[config.mk]
export PLATFORM = sky130hd
export DESIGN_NAME = csma_cd_retry_backoff_flat
export DESIGN_NICKNAME = d
export VERILOG_FILES = /design/src/hw/rtl/ccrb_pkg.sv /design/src/hw/rtl/ccrb_ifs.sv /design/src/hw/rtl/ccrb_core.sv /design/src/hw/rtl/ccrb_result_fifo.sv /design/src/hw/rtl/csma_cd_retry_backoff.sv /design/src/flat_wrapper.sv
export SDC_FILE = /design/constraint.sdc
export NUM_CORES = 1
export LEC_CHECK = 0
export BUFFER_PORTS_ARGS = -buffer_cell sky130_fd_sc_hd__buf_2
export CORE_ASPECT_RATIO = 1.4
export CORE_MARGIN = 4
export CORE_UTILIZATION = 60
export DETAILED_ROUTE_END_ITERATION = 6
export PLACE_DENSITY = 0.8
export SYNTH_ARGS = -nofsm -noshare
export SYNTH_HDL_FRONTEND = slang
export SYNTH_SLANG_ARGS = --single-unit
export TNS_END_PERCENT = 30
[constraint.sdc]
create_clock -name clk -period 9.4 [get_ports clk]
set_input_delay 1.88 -clock clk [delete_from_list [all_inputs] [get_ports clk]]
set_output_delay 1.88 -clock clk [all_outputs]
set_load 0.1 [all_outputs]
[src/hw/rtl/ccrb_pkg.sv]
// ----------------------------------------------------------------------------
// ccrb_pkg
// Shared types, codes and constants for the station transmit controller with
// truncated binary exponential backoff.
// ----------------------------------------------------------------------------
package ccrb_pkg;

  // default limits
  localparam int MAX_ATTEMPTS_DEF = 16;
  localparam int BACKOFF_CAP_DEF  = 10;

  // field widths
  localparam int OP_W      = 2;
  localparam int FRAME_W   = 16;
  localparam int STATION_W = 8;
  localparam int RAND_W    = 10;
  localparam int KIND_W    = 2;
  localparam int PART_W    = 2;
  localparam int ATTEMPT_W = 5;
  localparam int TICKS_W   = 20;
  localparam int CFG_IDX_W = 1;
  localparam int CFG_DATA_W = 20;

  // configuration reset values
  localparam logic [STATION_W-1:0] STATION_RST = 8'd1;
  localparam logic [TICKS_W-1:0]   SLOT_TICKS_RST = 20'd100000;

  // register indexes
  localparam logic [CFG_IDX_W-1:0] REG_STATION    = 1'd0;
  localparam logic [CFG_IDX_W-1:0] REG_SLOT_TICKS = 1'd1;

  // input operation codes
  localparam logic [OP_W-1:0] OP_NEW_FRAME = 2'd0;
  localparam logic [OP_W-1:0] OP_REPLY     = 2'd1;
  localparam logic [OP_W-1:0] OP_TICK      = 2'd2;

  // result kinds
  localparam logic [KIND_W-1:0] KIND_SEND    = 2'd0;
  localparam logic [KIND_W-1:0] KIND_BACKOFF = 2'd1;
  localparam logic [KIND_W-1:0] KIND_DONE    = 2'd2;
  localparam logic [KIND_W-1:0] KIND_FAIL    = 2'd3;

  // frame parts
  localparam logic [PART_W-1:0] PART_ONE = 2'd1;
  localparam logic [PART_W-1:0] PART_TWO = 2'd2;

  // controller phases
  localparam logic [1:0] PH_IDLE    = 2'd0;
  localparam logic [1:0] PH_WAIT1   = 2'd1;
  localparam logic [1:0] PH_WAIT2   = 2'd2;
  localparam logic [1:0] PH_BACKOFF = 2'd3;

  // result queue depth
  localparam int FIFO_DEPTH = 4;
  localparam int FIFO_PTR_W = $clog2(FIFO_DEPTH);
  localparam int FIFO_CNT_W = $clog2(FIFO_DEPTH + 1);

  typedef struct packed {
    logic [OP_W-1:0]      op;
    logic [FRAME_W-1:0]   frame_tag;
    logic [STATION_W-1:0] dest_station;
    logic                 reply_ok;
    logic [RAND_W-1:0]    random_bits;
  } in_beat_t;

  typedef struct packed {
    logic [KIND_W-1:0]    kind;
    logic [FRAME_W-1:0]   frame_tag;
    logic [PART_W-1:0]    part;
    logic [STATION_W-1:0] source_station;
    logic [STATION_W-1:0] dest_station;
    logic [ATTEMPT_W-1:0] attempt;
    logic [RAND_W-1:0]    wait_slots;
    logic                 last;
  } result_t;

  // results pushed by one accepted beat
  typedef struct packed {
    logic    push0;
    logic    push1;
    result_t res0;
    result_t res1;
  } push_t;

endpackage

[src/hw/rtl/ccrb_ifs.sv]
// ----------------------------------------------------------------------------
// ccrb channel interfaces
// Valid/ready channels for command beats into and result beats out of the
// transmit controller.
// ----------------------------------------------------------------------------
interface ccrb_in_if;
  logic                             valid;
  logic                             ready;
  logic [ccrb_pkg::OP_W-1:0]        op;
  logic [ccrb_pkg::FRAME_W-1:0]     frame_tag;
  logic [ccrb_pkg::STATION_W-1:0]   dest_station;
  logic                             reply_ok;
  logic [ccrb_pkg::RAND_W-1:0]      random_bits;

  modport source (output valid, op, frame_tag, dest_station, reply_ok, random_bits,
                  input ready);
  modport sink   (input valid, op, frame_tag, dest_station, reply_ok, random_bits,
                  output ready);
endinterface

interface ccrb_out_if;
  logic                             valid;
  logic                             ready;
  logic [ccrb_pkg::KIND_W-1:0]      kind;
  logic [ccrb_pkg::FRAME_W-1:0]     out_frame_tag;
  logic [ccrb_pkg::PART_W-1:0]      part;
  logic [ccrb_pkg::STATION_W-1:0]   source_station;
  logic [ccrb_pkg::STATION_W-1:0]   out_dest_station;
  logic [ccrb_pkg::ATTEMPT_W-1:0]   attempt;
  logic [ccrb_pkg::RAND_W-1:0]      wait_slots;
  logic                             last;

  modport source (output valid, kind, out_frame_tag, part, source_station,
                  out_dest_station, attempt, wait_slots, last,
                  input ready);
  modport sink   (input valid, kind, out_frame_tag, part, source_station,
                  out_dest_station, attempt, wait_slots, last,
                  output ready);
endinterface

[src/hw/rtl/ccrb_core.sv]
// ----------------------------------------------------------------------------
// ccrb_core
// Frame state, attempt counter and backoff counters. One accepted beat makes
// one state update and up to two result beats.
// ----------------------------------------------------------------------------
module ccrb_core #(
  parameter int MAX_ATTEMPTS = ccrb_pkg::MAX_ATTEMPTS_DEF,
  parameter int BACKOFF_CAP  = ccrb_pkg::BACKOFF_CAP_DEF
) (
  input  logic                              clk,
  input  logic                              rst,
  input  logic                              accept,
  input  ccrb_pkg::in_beat_t                beat,
  input  logic                              cfg_we,
  input  logic [ccrb_pkg::CFG_IDX_W-1:0]    cfg_index,
  input  logic [ccrb_pkg::CFG_DATA_W-1:0]   cfg_data,
  output ccrb_pkg::push_t                   push
);

  localparam logic [ccrb_pkg::ATTEMPT_W-1:0] MAX_ATT = ccrb_pkg::ATTEMPT_W'(MAX_ATTEMPTS);
  localparam logic [ccrb_pkg::ATTEMPT_W-1:0] CAP     = ccrb_pkg::ATTEMPT_W'(BACKOFF_CAP);

  // configuration registers
  logic [ccrb_pkg::STATION_W-1:0] station_number;
  logic [ccrb_pkg::TICKS_W-1:0]   slot_ticks;

  // controller state
  logic [1:0]                     phase, phase_next;
  logic [ccrb_pkg::ATTEMPT_W-1:0] attempt_count, attempt_count_next;
  logic [ccrb_pkg::FRAME_W-1:0]   held_frame_tag, held_frame_tag_next;
  logic [ccrb_pkg::STATION_W-1:0] held_dest, held_dest_next;
  logic [ccrb_pkg::RAND_W-1:0]    slots_left, slots_left_next;
  logic [ccrb_pkg::TICKS_W-1:0]   ticks_left, ticks_left_next;

  logic [ccrb_pkg::TICKS_W-1:0]   slot_len;
  logic [ccrb_pkg::ATTEMPT_W-1:0] mask_bits;
  logic [ccrb_pkg::RAND_W-1:0]    mask;
  logic [ccrb_pkg::RAND_W-1:0]    wait_val;
  logic [ccrb_pkg::PART_W-1:0]    cur_part;
  logic [ccrb_pkg::TICKS_W-1:0]   ticks_dec;
  logic [ccrb_pkg::RAND_W-1:0]    slots_dec;

  // a zero slot length counts as one tick
  assign slot_len = (slot_ticks == '0) ? ccrb_pkg::TICKS_W'(1) : slot_ticks;

  // backoff window: min(attempt, cap) low bits of the random value
  assign mask_bits = (attempt_count > CAP) ? CAP : attempt_count;
  always_comb begin
    for (int i = 0; i < ccrb_pkg::RAND_W; i++) begin
      mask[i] = (ccrb_pkg::ATTEMPT_W'(i) < mask_bits);
    end
  end
  assign wait_val = beat.random_bits & mask;
  assign cur_part = (phase == ccrb_pkg::PH_WAIT1) ? ccrb_pkg::PART_ONE : ccrb_pkg::PART_TWO;

  assign ticks_dec = (ticks_left != '0) ? ticks_left - 1'b1 : ticks_left;
  assign slots_dec = (slots_left != '0) ? slots_left - 1'b1 : slots_left;

  // next state and results for the beat at the input
  always_comb begin
    phase_next          = phase;
    attempt_count_next  = attempt_count;
    held_frame_tag_next = held_frame_tag;
    held_dest_next      = held_dest;
    slots_left_next     = slots_left;
    ticks_left_next     = ticks_left;

    push.push0 = 1'b0;
    push.push1 = 1'b0;
    push.res0.kind           = ccrb_pkg::KIND_SEND;
    push.res0.frame_tag      = held_frame_tag;
    push.res0.part           = ccrb_pkg::PART_ONE;
    push.res0.source_station = station_number;
    push.res0.dest_station   = held_dest;
    push.res0.attempt        = attempt_count;
    push.res0.wait_slots     = '0;
    push.res0.last           = 1'b1;
    // second beat only follows a zero-length backoff: part 1 resend
    push.res1.kind           = ccrb_pkg::KIND_SEND;
    push.res1.frame_tag      = held_frame_tag;
    push.res1.part           = ccrb_pkg::PART_ONE;
    push.res1.source_station = station_number;
    push.res1.dest_station   = held_dest;
    push.res1.attempt        = attempt_count + 1'b1;
    push.res1.wait_slots     = '0;
    push.res1.last           = 1'b1;

    case (beat.op)
      ccrb_pkg::OP_NEW_FRAME: begin
        if (phase == ccrb_pkg::PH_IDLE) begin
          held_frame_tag_next = beat.frame_tag;
          held_dest_next      = beat.dest_station;
          attempt_count_next  = ccrb_pkg::ATTEMPT_W'(1);
          phase_next          = ccrb_pkg::PH_WAIT1;
          push.push0          = 1'b1;
          push.res0.frame_tag    = beat.frame_tag;
          push.res0.dest_station = beat.dest_station;
          push.res0.attempt      = ccrb_pkg::ATTEMPT_W'(1);
        end
      end
      ccrb_pkg::OP_REPLY: begin
        if (phase == ccrb_pkg::PH_WAIT1 || phase == ccrb_pkg::PH_WAIT2) begin
          push.push0 = 1'b1;
          if (beat.reply_ok) begin
            if (phase == ccrb_pkg::PH_WAIT1) begin
              phase_next     = ccrb_pkg::PH_WAIT2;
              push.res0.part = ccrb_pkg::PART_TWO;
            end else begin
              phase_next     = ccrb_pkg::PH_IDLE;
              push.res0.kind = ccrb_pkg::KIND_DONE;
              push.res0.part = ccrb_pkg::PART_TWO;
            end
          end else if (attempt_count == MAX_ATT) begin
            phase_next     = ccrb_pkg::PH_IDLE;
            push.res0.kind = ccrb_pkg::KIND_FAIL;
            push.res0.part = cur_part;
          end else begin
            push.res0.kind       = ccrb_pkg::KIND_BACKOFF;
            push.res0.part       = cur_part;
            push.res0.wait_slots = wait_val;
            if (wait_val == '0) begin
              push.res0.last     = 1'b0;
              push.push1         = 1'b1;
              attempt_count_next = attempt_count + 1'b1;
              phase_next         = ccrb_pkg::PH_WAIT1;
            end else begin
              phase_next      = ccrb_pkg::PH_BACKOFF;
              slots_left_next = wait_val;
              ticks_left_next = slot_len;
            end
          end
        end
      end
      ccrb_pkg::OP_TICK: begin
        if (phase == ccrb_pkg::PH_BACKOFF) begin
          ticks_left_next = ticks_dec;
          if (ticks_dec == '0) begin
            slots_left_next = slots_dec;
            if (slots_dec == '0) begin
              attempt_count_next = attempt_count + 1'b1;
              phase_next         = ccrb_pkg::PH_WAIT1;
              push.push0         = 1'b1;
              push.res0.attempt  = attempt_count + 1'b1;
            end else begin
              ticks_left_next = slot_len;
            end
          end
        end
      end
      default: begin
        // unused op code: no effect
      end
    endcase

    if (!accept) begin
      push.push0 = 1'b0;
      push.push1 = 1'b0;
    end
  end

  // configuration writes
  always_ff @(posedge clk) begin
    if (rst) begin
      station_number <= ccrb_pkg::STATION_RST;
      slot_ticks     <= ccrb_pkg::SLOT_TICKS_RST;
    end else if (cfg_we) begin
      unique case (cfg_index)
        ccrb_pkg::REG_STATION:    station_number <= cfg_data[ccrb_pkg::STATION_W-1:0];
        ccrb_pkg::REG_SLOT_TICKS: slot_ticks     <= cfg_data[ccrb_pkg::TICKS_W-1:0];
        default: ;
      endcase
    end
  end

  // state update on each accepted beat
  always_ff @(posedge clk) begin
    if (rst) begin
      phase          <= ccrb_pkg::PH_IDLE;
      attempt_count  <= '0;
      held_frame_tag <= '0;
      held_dest      <= '0;
      slots_left     <= '0;
      ticks_left     <= '0;
    end else if (accept) begin
      phase          <= phase_next;
      attempt_count  <= attempt_count_next;
      held_frame_tag <= held_frame_tag_next;
      held_dest      <= held_dest_next;
      slots_left     <= slots_left_next;
      ticks_left     <= ticks_left_next;
    end
  end

endmodule

[src/hw/rtl/ccrb_result_fifo.sv]
// ----------------------------------------------------------------------------
// ccrb_result_fifo
// Small result queue: takes up to two result beats per cycle, hands out one.
// Reports room while at least two entries are free.
// ----------------------------------------------------------------------------
module ccrb_result_fifo (
  input  logic              clk,
  input  logic              rst,
  input  ccrb_pkg::push_t   push,
  input  logic              pop,
  output logic              room,
  output logic              head_valid,
  output ccrb_pkg::result_t head
);

  localparam int DEPTH = ccrb_pkg::FIFO_DEPTH;
  localparam int PTR_W = ccrb_pkg::FIFO_PTR_W;
  localparam int CNT_W = ccrb_pkg::FIFO_CNT_W;

  ccrb_pkg::result_t mem [DEPTH];
  logic [PTR_W-1:0]  wr_ptr, rd_ptr;
  logic [CNT_W-1:0]  count, count_next;
  logic              do_pop;

  assign do_pop     = pop && (count != '0);
  assign head_valid = (count != '0);
  assign head       = mem[rd_ptr];
  assign room       = (count <= CNT_W'(DEPTH - 2));
  assign count_next = count + CNT_W'(push.push0) + CNT_W'(push.push1) - CNT_W'(do_pop);

  // storage
  always_ff @(posedge clk) begin
    if (push.push0) begin
      mem[wr_ptr] <= push.res0;
    end
    if (push.push1) begin
      mem[wr_ptr + 1'b1] <= push.res1;
    end
  end

  // pointers and fill count
  always_ff @(posedge clk) begin
    if (rst) begin
      wr_ptr <= '0;
      rd_ptr <= '0;
      count  <= '0;
    end else begin
      wr_ptr <= wr_ptr + PTR_W'(push.push0) + PTR_W'(push.push1);
      rd_ptr <= rd_ptr + PTR_W'(do_pop);
      count  <= count_next;
    end
  end

endmodule

[src/hw/rtl/csma_cd_retry_backoff.sv]
// ----------------------------------------------------------------------------
// csma_cd_retry_backoff
// Station transmit controller: two-part frames, bus replies, truncated binary
// exponential backoff counted in ticks, failure after the last attempt.
// ----------------------------------------------------------------------------
//  channel   dir  handshake     beat contents
//  in_ch     in   valid/ready   op, frame_tag, dest_station, reply_ok, random_bits
//  out_ch    out  valid/ready   kind, out_frame_tag, part, source_station,
//                               out_dest_station, attempt, wait_slots, last
//  cfg       in   cfg_we        cfg_index, cfg_data (no read-back)
//
//  Each command beat is handled in the cycle it is accepted; its results go
//  through the registered result queue to out_ch, and a zero backoff adds a second
//  beat right behind the first, one result beat per cycle at most.
//  One command beat per cycle is sustained while results drain; the limit is
//  the four-entry result queue, which takes a command while two entries are free.
//  Synchronous reset restores configuration and idles the controller; no sweep.
//  A stalled out_ch fills the queue and then holds in_ch ready low.
// ----------------------------------------------------------------------------
module csma_cd_retry_backoff #(
  parameter int MAX_ATTEMPTS = ccrb_pkg::MAX_ATTEMPTS_DEF,
  parameter int BACKOFF_CAP  = ccrb_pkg::BACKOFF_CAP_DEF
) (
  input  logic                             clk,
  input  logic                             rst,
  ccrb_in_if.sink                          in_ch,
  ccrb_out_if.source                       out_ch,
  input  logic                             cfg_we,
  input  logic [ccrb_pkg::CFG_IDX_W-1:0]   cfg_index,
  input  logic [ccrb_pkg::CFG_DATA_W-1:0]  cfg_data
);

  ccrb_pkg::in_beat_t beat;
  ccrb_pkg::push_t    push;
  ccrb_pkg::result_t  head;
  logic               room;
  logic               head_valid;
  logic               accept;

  // command beat
  assign beat.op           = in_ch.op;
  assign beat.frame_tag    = in_ch.frame_tag;
  assign beat.dest_station = in_ch.dest_station;
  assign beat.reply_ok     = in_ch.reply_ok;
  assign beat.random_bits  = in_ch.random_bits;
  assign in_ch.ready       = room;
  assign accept            = in_ch.valid && room;

  ccrb_core #(
    .MAX_ATTEMPTS (MAX_ATTEMPTS),
    .BACKOFF_CAP  (BACKOFF_CAP)
  ) u_core (
    .clk       (clk),
    .rst       (rst),
    .accept    (accept),
    .beat      (beat),
    .cfg_we    (cfg_we),
    .cfg_index (cfg_index),
    .cfg_data  (cfg_data),
    .push      (push)
  );

  ccrb_result_fifo u_fifo (
    .clk        (clk),
    .rst        (rst),
    .push       (push),
    .pop        (out_ch.ready),
    .room       (room),
    .head_valid (head_valid),
    .head       (head)
  );

  // result beat
  assign out_ch.valid            = head_valid;
  assign out_ch.kind             = head.kind;
  assign out_ch.out_frame_tag    = head.frame_tag;
  assign out_ch.part             = head.part;
  assign out_ch.source_station   = head.source_station;
  assign out_ch.out_dest_station = head.dest_station;
  assign out_ch.attempt          = head.attempt;
  assign out_ch.wait_slots       = head.wait_slots;
  assign out_ch.last             = head.last;

endmodule

[src/flat_wrapper.sv]
// flat-port wrapper written by rule: the top's interface ports become plain ports
module csma_cd_retry_backoff_flat 
#(
  parameter int MAX_ATTEMPTS = ccrb_pkg::MAX_ATTEMPTS_DEF,
  parameter int BACKOFF_CAP  = ccrb_pkg::BACKOFF_CAP_DEF
)
  (clk, rst, cfg_we, cfg_index, cfg_data, in_ch_valid, in_ch_op, in_ch_frame_tag, in_ch_dest_station, in_ch_reply_ok, in_ch_random_bits, in_ch_ready, out_ch_valid, out_ch_kind, out_ch_out_frame_tag, out_ch_part, out_ch_source_station, out_ch_out_dest_station, out_ch_attempt, out_ch_wait_slots, out_ch_last, out_ch_ready);
  ccrb_in_if in_ch_i ();
  ccrb_out_if out_ch_i ();
  input  logic clk;
  input  logic rst;
  input  logic cfg_we;
  input  logic [ccrb_pkg::CFG_IDX_W-1:0] cfg_index;
  input  logic [ccrb_pkg::CFG_DATA_W-1:0] cfg_data;
  input wire logic [$bits(in_ch_i.valid)-1:0] in_ch_valid;
  input wire logic [$bits(in_ch_i.op)-1:0] in_ch_op;
  input wire logic [$bits(in_ch_i.frame_tag)-1:0] in_ch_frame_tag;
  input wire logic [$bits(in_ch_i.dest_station)-1:0] in_ch_dest_station;
  input wire logic [$bits(in_ch_i.reply_ok)-1:0] in_ch_reply_ok;
  input wire logic [$bits(in_ch_i.random_bits)-1:0] in_ch_random_bits;
  output wire logic [$bits(in_ch_i.ready)-1:0] in_ch_ready;
  output wire logic [$bits(out_ch_i.valid)-1:0] out_ch_valid;
  output wire logic [$bits(out_ch_i.kind)-1:0] out_ch_kind;
  output wire logic [$bits(out_ch_i.out_frame_tag)-1:0] out_ch_out_frame_tag;
  output wire logic [$bits(out_ch_i.part)-1:0] out_ch_part;
  output wire logic [$bits(out_ch_i.source_station)-1:0] out_ch_source_station;
  output wire logic [$bits(out_ch_i.out_dest_station)-1:0] out_ch_out_dest_station;
  output wire logic [$bits(out_ch_i.attempt)-1:0] out_ch_attempt;
  output wire logic [$bits(out_ch_i.wait_slots)-1:0] out_ch_wait_slots;
  output wire logic [$bits(out_ch_i.last)-1:0] out_ch_last;
  input wire logic [$bits(out_ch_i.ready)-1:0] out_ch_ready;
  assign in_ch_i.valid = in_ch_valid;
  assign in_ch_i.op = in_ch_op;
  assign in_ch_i.frame_tag = in_ch_frame_tag;
  assign in_ch_i.dest_station = in_ch_dest_station;
  assign in_ch_i.reply_ok = in_ch_reply_ok;
  assign in_ch_i.random_bits = in_ch_random_bits;
  assign in_ch_ready = in_ch_i.ready;
  assign out_ch_valid = out_ch_i.valid;
  assign out_ch_kind = out_ch_i.kind;
  assign out_ch_out_frame_tag = out_ch_i.out_frame_tag;
  assign out_ch_part = out_ch_i.part;
  assign out_ch_source_station = out_ch_i.source_station;
  assign out_ch_out_dest_station = out_ch_i.out_dest_station;
  assign out_ch_attempt = out_ch_i.attempt;
  assign out_ch_wait_slots = out_ch_i.wait_slots;
  assign out_ch_last = out_ch_i.last;
  assign out_ch_i.ready = out_ch_ready;
  csma_cd_retry_backoff #(.MAX_ATTEMPTS(MAX_ATTEMPTS), .BACKOFF_CAP(BACKOFF_CAP)) u_core (.clk(clk), .rst(rst), .in_ch(in_ch_i), .out_ch(out_ch_i), .cfg_we(cfg_we), .cfg_index(cfg_index), .cfg_data(cfg_data));
endmodule
# Word-level counts from Yosys, hierarchy flattened
# Memory sizes are Yosys's and may differ from the RTL's. A register that Yosys moved wholly into a read port is not among the register bits.
# Cells that the tools add are included.
[word_totals] reg_bits=96 ram_bits=208 input_bits=63 output_inout_bits=54 word_cells=143 memories=1
[op_classes] addsub=10 magnitude_cmp=12 n_eq_ne=15 mux=71 bitwise_logic=2 reduce_logical=21
[memory_table] name="u_core.u_fifo.mem" depth=4 width=52 read_ports=1 rd_clocked_by_memory_dff=1 write_ports=2 line_no="ccrb_result_fifo.sv:20" rtl="ccrb_pkg::result_t mem [DEPTH];"
[ops] op="$mux 20" count=9
[ops] op="$mux 10" count=7
[ops] op="$mux 5" count=9
[ops] op="$mux 11" count=4
[ops] op="$logic_not 20->1" count=2
[ops] op="$pmux 20 s2" count=1
[ops] op="$mux 2" count=18
[ops] op="$mux 16" count=2
[ops] op="$reduce_and 7->1" count=3
[ops] op="$logic_not 10->1" count=2
[ops] op="$lt 3x5->1 const A" count=4
[ops] op="$pmux 10 s2" count=1
[ops] op="$reduce_bool 20->1" count=1
[ops] op="$sub 20x1->20 const B" count=1
[ops] op="$ne 2x2->1 const B" count=9
[ops] op="$pmux 5 s3" count=1
[ops] op="$mux 13" count=1
[ops] op="$mux 1" count=12
[ops] op="$and 10x10->10" count=1
[ops] op="$lt 1x5->1 const A" count=2
[ops] op="$lt 2x5->1 const A" count=2
[ops] op="$lt 4x5->1 const A" count=2
[ops] op="$pmux 5 s2" count=1
[ops] op="$reduce_bool 10->1" count=1
[ops] op="other kinds (25)" count=35

# Depth between registers and ports, before layout
[depth] ltp_word=14 depth_mapped=16 ltp_nobuf=15

# Modules after synthesis
# Synthesis repeated with hierarchy kept, for this count alone.
[hier_totals] hier_cells=1377 area_unflattened_um2=16708.5
[by_module_without_submodules] mod="ccrb_result_fifo" instances=1 cells_each=544 area_each_um2=10418.7 seq_area_each_um2=6386.1
[by_module_without_submodules] mod="ccrb_core" instances=1 cells_each=832 area_each_um2=6283.5 seq_area_each_um2=1781.7
[by_module_without_submodules] mod="csma_cd_retry_backoff" instances=1 cells_each=1 area_each_um2=6.3 seq_area_each_um2=0.0

# Least setup slack after synthesis
# OpenSTA, ideal clock, no wires.
[synth_path] path_type="input -> register" startpoint="input port in_ch_op[1]" endpoint="memory u_core.u_fifo.mem[0][11] (netlist bit) (enable)" setup_time_ns=0.395 t_arrival_ns=4.791 t_required_ns=9.005 slack_ns=4.214 cell_stages=11 path_buffers=1 cell_sequence="inv_1 ha_1 and2_1 nor2b_1 nand2_1 nor2_1 nand3_1 inv_2 nand2_1 clkbuf_1 nand2_1"
[synth_lines] item="start, declared" line_no="flat_wrapper.sv:16" rtl="input wire logic [$bits(in_ch_i.op)-1:0] in_ch_op;"
[synth_lines] item="end, declared" line_no="ccrb_result_fifo.sv:20"

==> flow_metrics.env <==
export IMPL_worstSetupPathType="flop to flop"
export IMPL_crit_required_ns=9.60
export IMPL_io_buffers=116
export IMPL_antenna_cells=0
export IMPL_crit_path_frequent_cell="inv_1"
export IMPL_die_h_um=195
export IMPL_synth_fa_ha_area_share_pct=1.70
export IMPL_synth_xor_area_share_pct=1.10
export IMPL_seq_area_frac_synth_pct=50.3
export IMPL_clk_pin_slew_ns=0.07
export IMPL_post_drt_wl_per_cell_um=21.4
export IMPL_die_w_um=142
export IMPL_setup_viol=0
export IMPL_syn_inst=1445
export IMPL_synthMuxAreaShare_pct=8.61
export IMPL_grt_max_degree=58
export IMPL_power_per_cell_area_nw_per_um2=236
export IMPL_hold_path_depth=2
export IMPL_ys_flop_type="dfxtp_1"
export IMPL_ir_worst_vdd_mv=0.259
export IMPL_syn_num_nets=1527
export IMPL_synth_seq_cells=304
export IMPL_rows=68
export IMPL_skew_ns=0.0177
export IMPL_ys_types=80
export IMPL_cts_setup_buffers=0
export IMPL_cts_hold_buf=0
export IMPL_status="completed"
export IMPL_dp_hpwl_mm=26.5
export IMPL_start_util_pct=60.9
export IMPL_synth_async_reset_ratio_pct=0
export IMPL_drtIter0Drc=975
export IMPL_vias_per_cell=6.46
export IMPL_clock_latency_ns=0.55
export IMPL_synthesis_area_um2=15000
export IMPL_cts_tree="built"
export IMPL_postCtsResizedCells=0
export IMPL_cp_max_fo=27
export IMPL_hold_path_class="flop to flop"
export IMPL_dieArea_um2=27700
export IMPL_yosysTopAreaCell="edfxtp_1"
export IMPL_rsz0062_at_grt="false"
export IMPL_synth_compound_area_share_pct=19.5
export IMPL_cts_htree_levels=1
export IMPL_gp_congestion=0.953
export IMPL_drc=0
export IMPL_finalNetCount=1593
export IMPL_drive_above_1_share_pct=17.2
export IMPL_clockBufferDepth=3
export IMPL_first_global_vias=11828
export IMPL_clock_sinks=304
export IMPL_grt_ovfl_total=0
export IMPL_critPathLaunchType="flop"
export IMPL_grtUsageTotal_pct=27.8
export IMPL_worstMarginPinSlew_ns=1.20
export IMPL_slew_headroom_pct=19.5
export IMPL_crit_slowest_cell="and3_1"
export IMPL_synth_top_family_by_area="compound AO/OA/AOI/OAI gates"
export IMPL_period_share_pct=62.9
export IMPL_yosys_top_cells_count="nand2_1 (247), dfxtp_1 (156), edfxtp_1 (148)"
export IMPL_synth_top_area_share_pct=29.6
export IMPL_wirelength_mm=39.5
export IMPL_finalHoldViolations=0
export IMPL_firstDrtPassIters=7
export IMPL_end_kind="flop"
export IMPL_cp_data_arrival_time_ns=6.11
export IMPL_power_leakage_nw=6.04
export IMPL_cts_root_buf="clkbuf_16"
export IMPL_tns_ns=0
export IMPL_final_core_utilization_pct=67.6
export IMPL_post_route_min_period_ns=5.92
export IMPL_detail_route_antenna_nets=0
export IMPL_vias=11935
export IMPL_ys_top_cells_by_area="edfxtp_1 (30%), dfxtp_1 (21%), mux4_2 (7.8%)"
export IMPL_synth_edf_count=148
export IMPL_num_io_pins=117
export IMPL_synth_simple_area_share_pct=15.1
export IMPL_maxCapViolations=0
export IMPL_fmax_ghz=0.169
export IMPL_drv_slew=0
export IMPL_yosysWarnings=0
export IMPL_cpPeakStageDelay_ns=0.82
export IMPL_grt_pass1_wl_mm=62.4
export IMPL_coreArea_um2=24700
export IMPL_r2r_cells=12
export IMPL_cts_buffers=28
export IMPL_crit_path_cell_trace="inv_1 > ha_1 > nor4b_2 > nand3_1 > a221o_1 > nor4_1 > nand2_1 > o41ai_2 > and3_1 > nor2_1 > inv_1 > buf_4"
export IMPL_antenna_found_initial=0
export IMPL_synthToLayoutAreaGrowth_pct=10.9
export IMPL_synthMostInstantiatedCell="nand2_1"
export IMPL_avgSynthCellArea_um2=10.4
-- logic make-up (layout without fill, tap and decap cells) --
group / Yosys count / after routing
AND/OR/NAND/NOR: 488 / 488
AO/OA/AOI/OAI: 417 / 417
flip-flops: 304 / 304
buffers and inverters: 134 / 222
multiplexers: 64 / 64
adder cells (fa/ha/maj): 20 / 20
XOR/XNOR: 18 / 18
-- cells in the final DEF (no fill, tap or decap), types with 13 or more instances in the layout --
master     Yosys  layout
and3_1        13      13
a22o_1       102     102
o21a_1        27      27
dfxtp_1      156     154
and2_1        15      15
nand3_1       29      29
nor3_1        22      21
mux4_2        52      52
clkbuf_16      0      29
buf_2         15     116
nand2_1      247     247
inv_1         32      32
o22ai_1       19      19
nor2b_1       17      17
buf_4          0      21
nor2_1        71      71
edfxtp_1     148     148
ha_1          18      18
a21oi_1       84      84
nor4_1        19      19
o21ai_0      104     104
-- final timing paths --
check,slack (ns),from,end
min,0.46,u_core.u_fifo.mem[0][7]$_SDFFE_PP0P_,u_core.u_fifo.mem[0][7]$_SDFFE_PP0P_
min reg2reg,0.46,u_core.u_fifo.mem[0][7]$_SDFFE_PP0P_,u_core.u_fifo.mem[0][7]$_SDFFE_PP0P_
max,3.48,u_core.u_core.slots_left[0]$_SDFFE_PP0P_,u_core.u_fifo.mem[3][40]$_DFFE_PP_
max reg2reg,3.48,u_core.u_core.slots_left[0]$_SDFFE_PP0P_,u_core.u_fifo.mem[3][40]$_DFFE_PP_
-- worst max-delay path: cells and delay by family, from the launching register on --
kind	cells	cell delay, ns
adder cells (fa/ha/maj)	1	0.29
buffers and inverters	3	1.07
flip-flops	1	0.35
AND/OR/NAND/NOR	6	2.86
AO/OA/AOI/OAI	2	0.97
-- report_power, final --
| part | leakage [nW] | switching, mW | internal [mW] | total, mW |
|---|---|---|---|---|
| clock network | 0.449 | 0.491 | 0.646 | 1.14 |
| registers | 2.69 | 0.108 | 1.44 | 1.55 |
| logic | 2.90 | 0.918 | 0.327 | 1.25 |
-- flip-flops by register name (all words and copies together), names as in the netlist, 5 cells and up --
signal and cells:
u_core.u_core.station_number 8, u_core.u_core.slot_ticks 20, u_core.u_core.ticks_left 20, u_core.u_core.held_dest 8
u_core.u_fifo.mem 208, u_core.u_core.attempt_count 5, u_core.u_core.slots_left 10, u_core.u_core.held_frame_tag 16
-- area by class of cell --
type	instances	area, um2
Clock inverter	20	180
Multi-Input combinational cell	1007	6930
Inverter	33	124
Sequential cell	304	7570
Tap cell	315	394
Fill cell	1897	8000
Timing Repair Buffer	137	738
Clock buffer	32	737
-- through the flow --
step           hold WS (ns)  std cells  total power, mW  setup slack [ns]  cell area, um2
2_1_floorplan         0.425       1445             2.58              4.21           15000
3_3_place_gp          0.436       1796             2.80              3.60           15800
3_5_place_dp          0.450       1796             2.82              3.49           15800
4_1_cts               0.460       1848             3.94              3.60           16700
5_1_grt               0.471       1848             4.07              3.06           16700
6_report              0.457       1848             3.93              3.48           16700
-- per-layer routing --
| metal | routed length, um | GRT usage, % |
|---|---|---|
| met5 | 0 | 0 |
| met2 | 21000 | 50.4 |
| met3 | 2680 | 3.77 |
| met4 | 1740 | 12.8 |
| met1 | 14100 | 32.4 |
No activity file was read; power rests on OpenSTA's default activity.
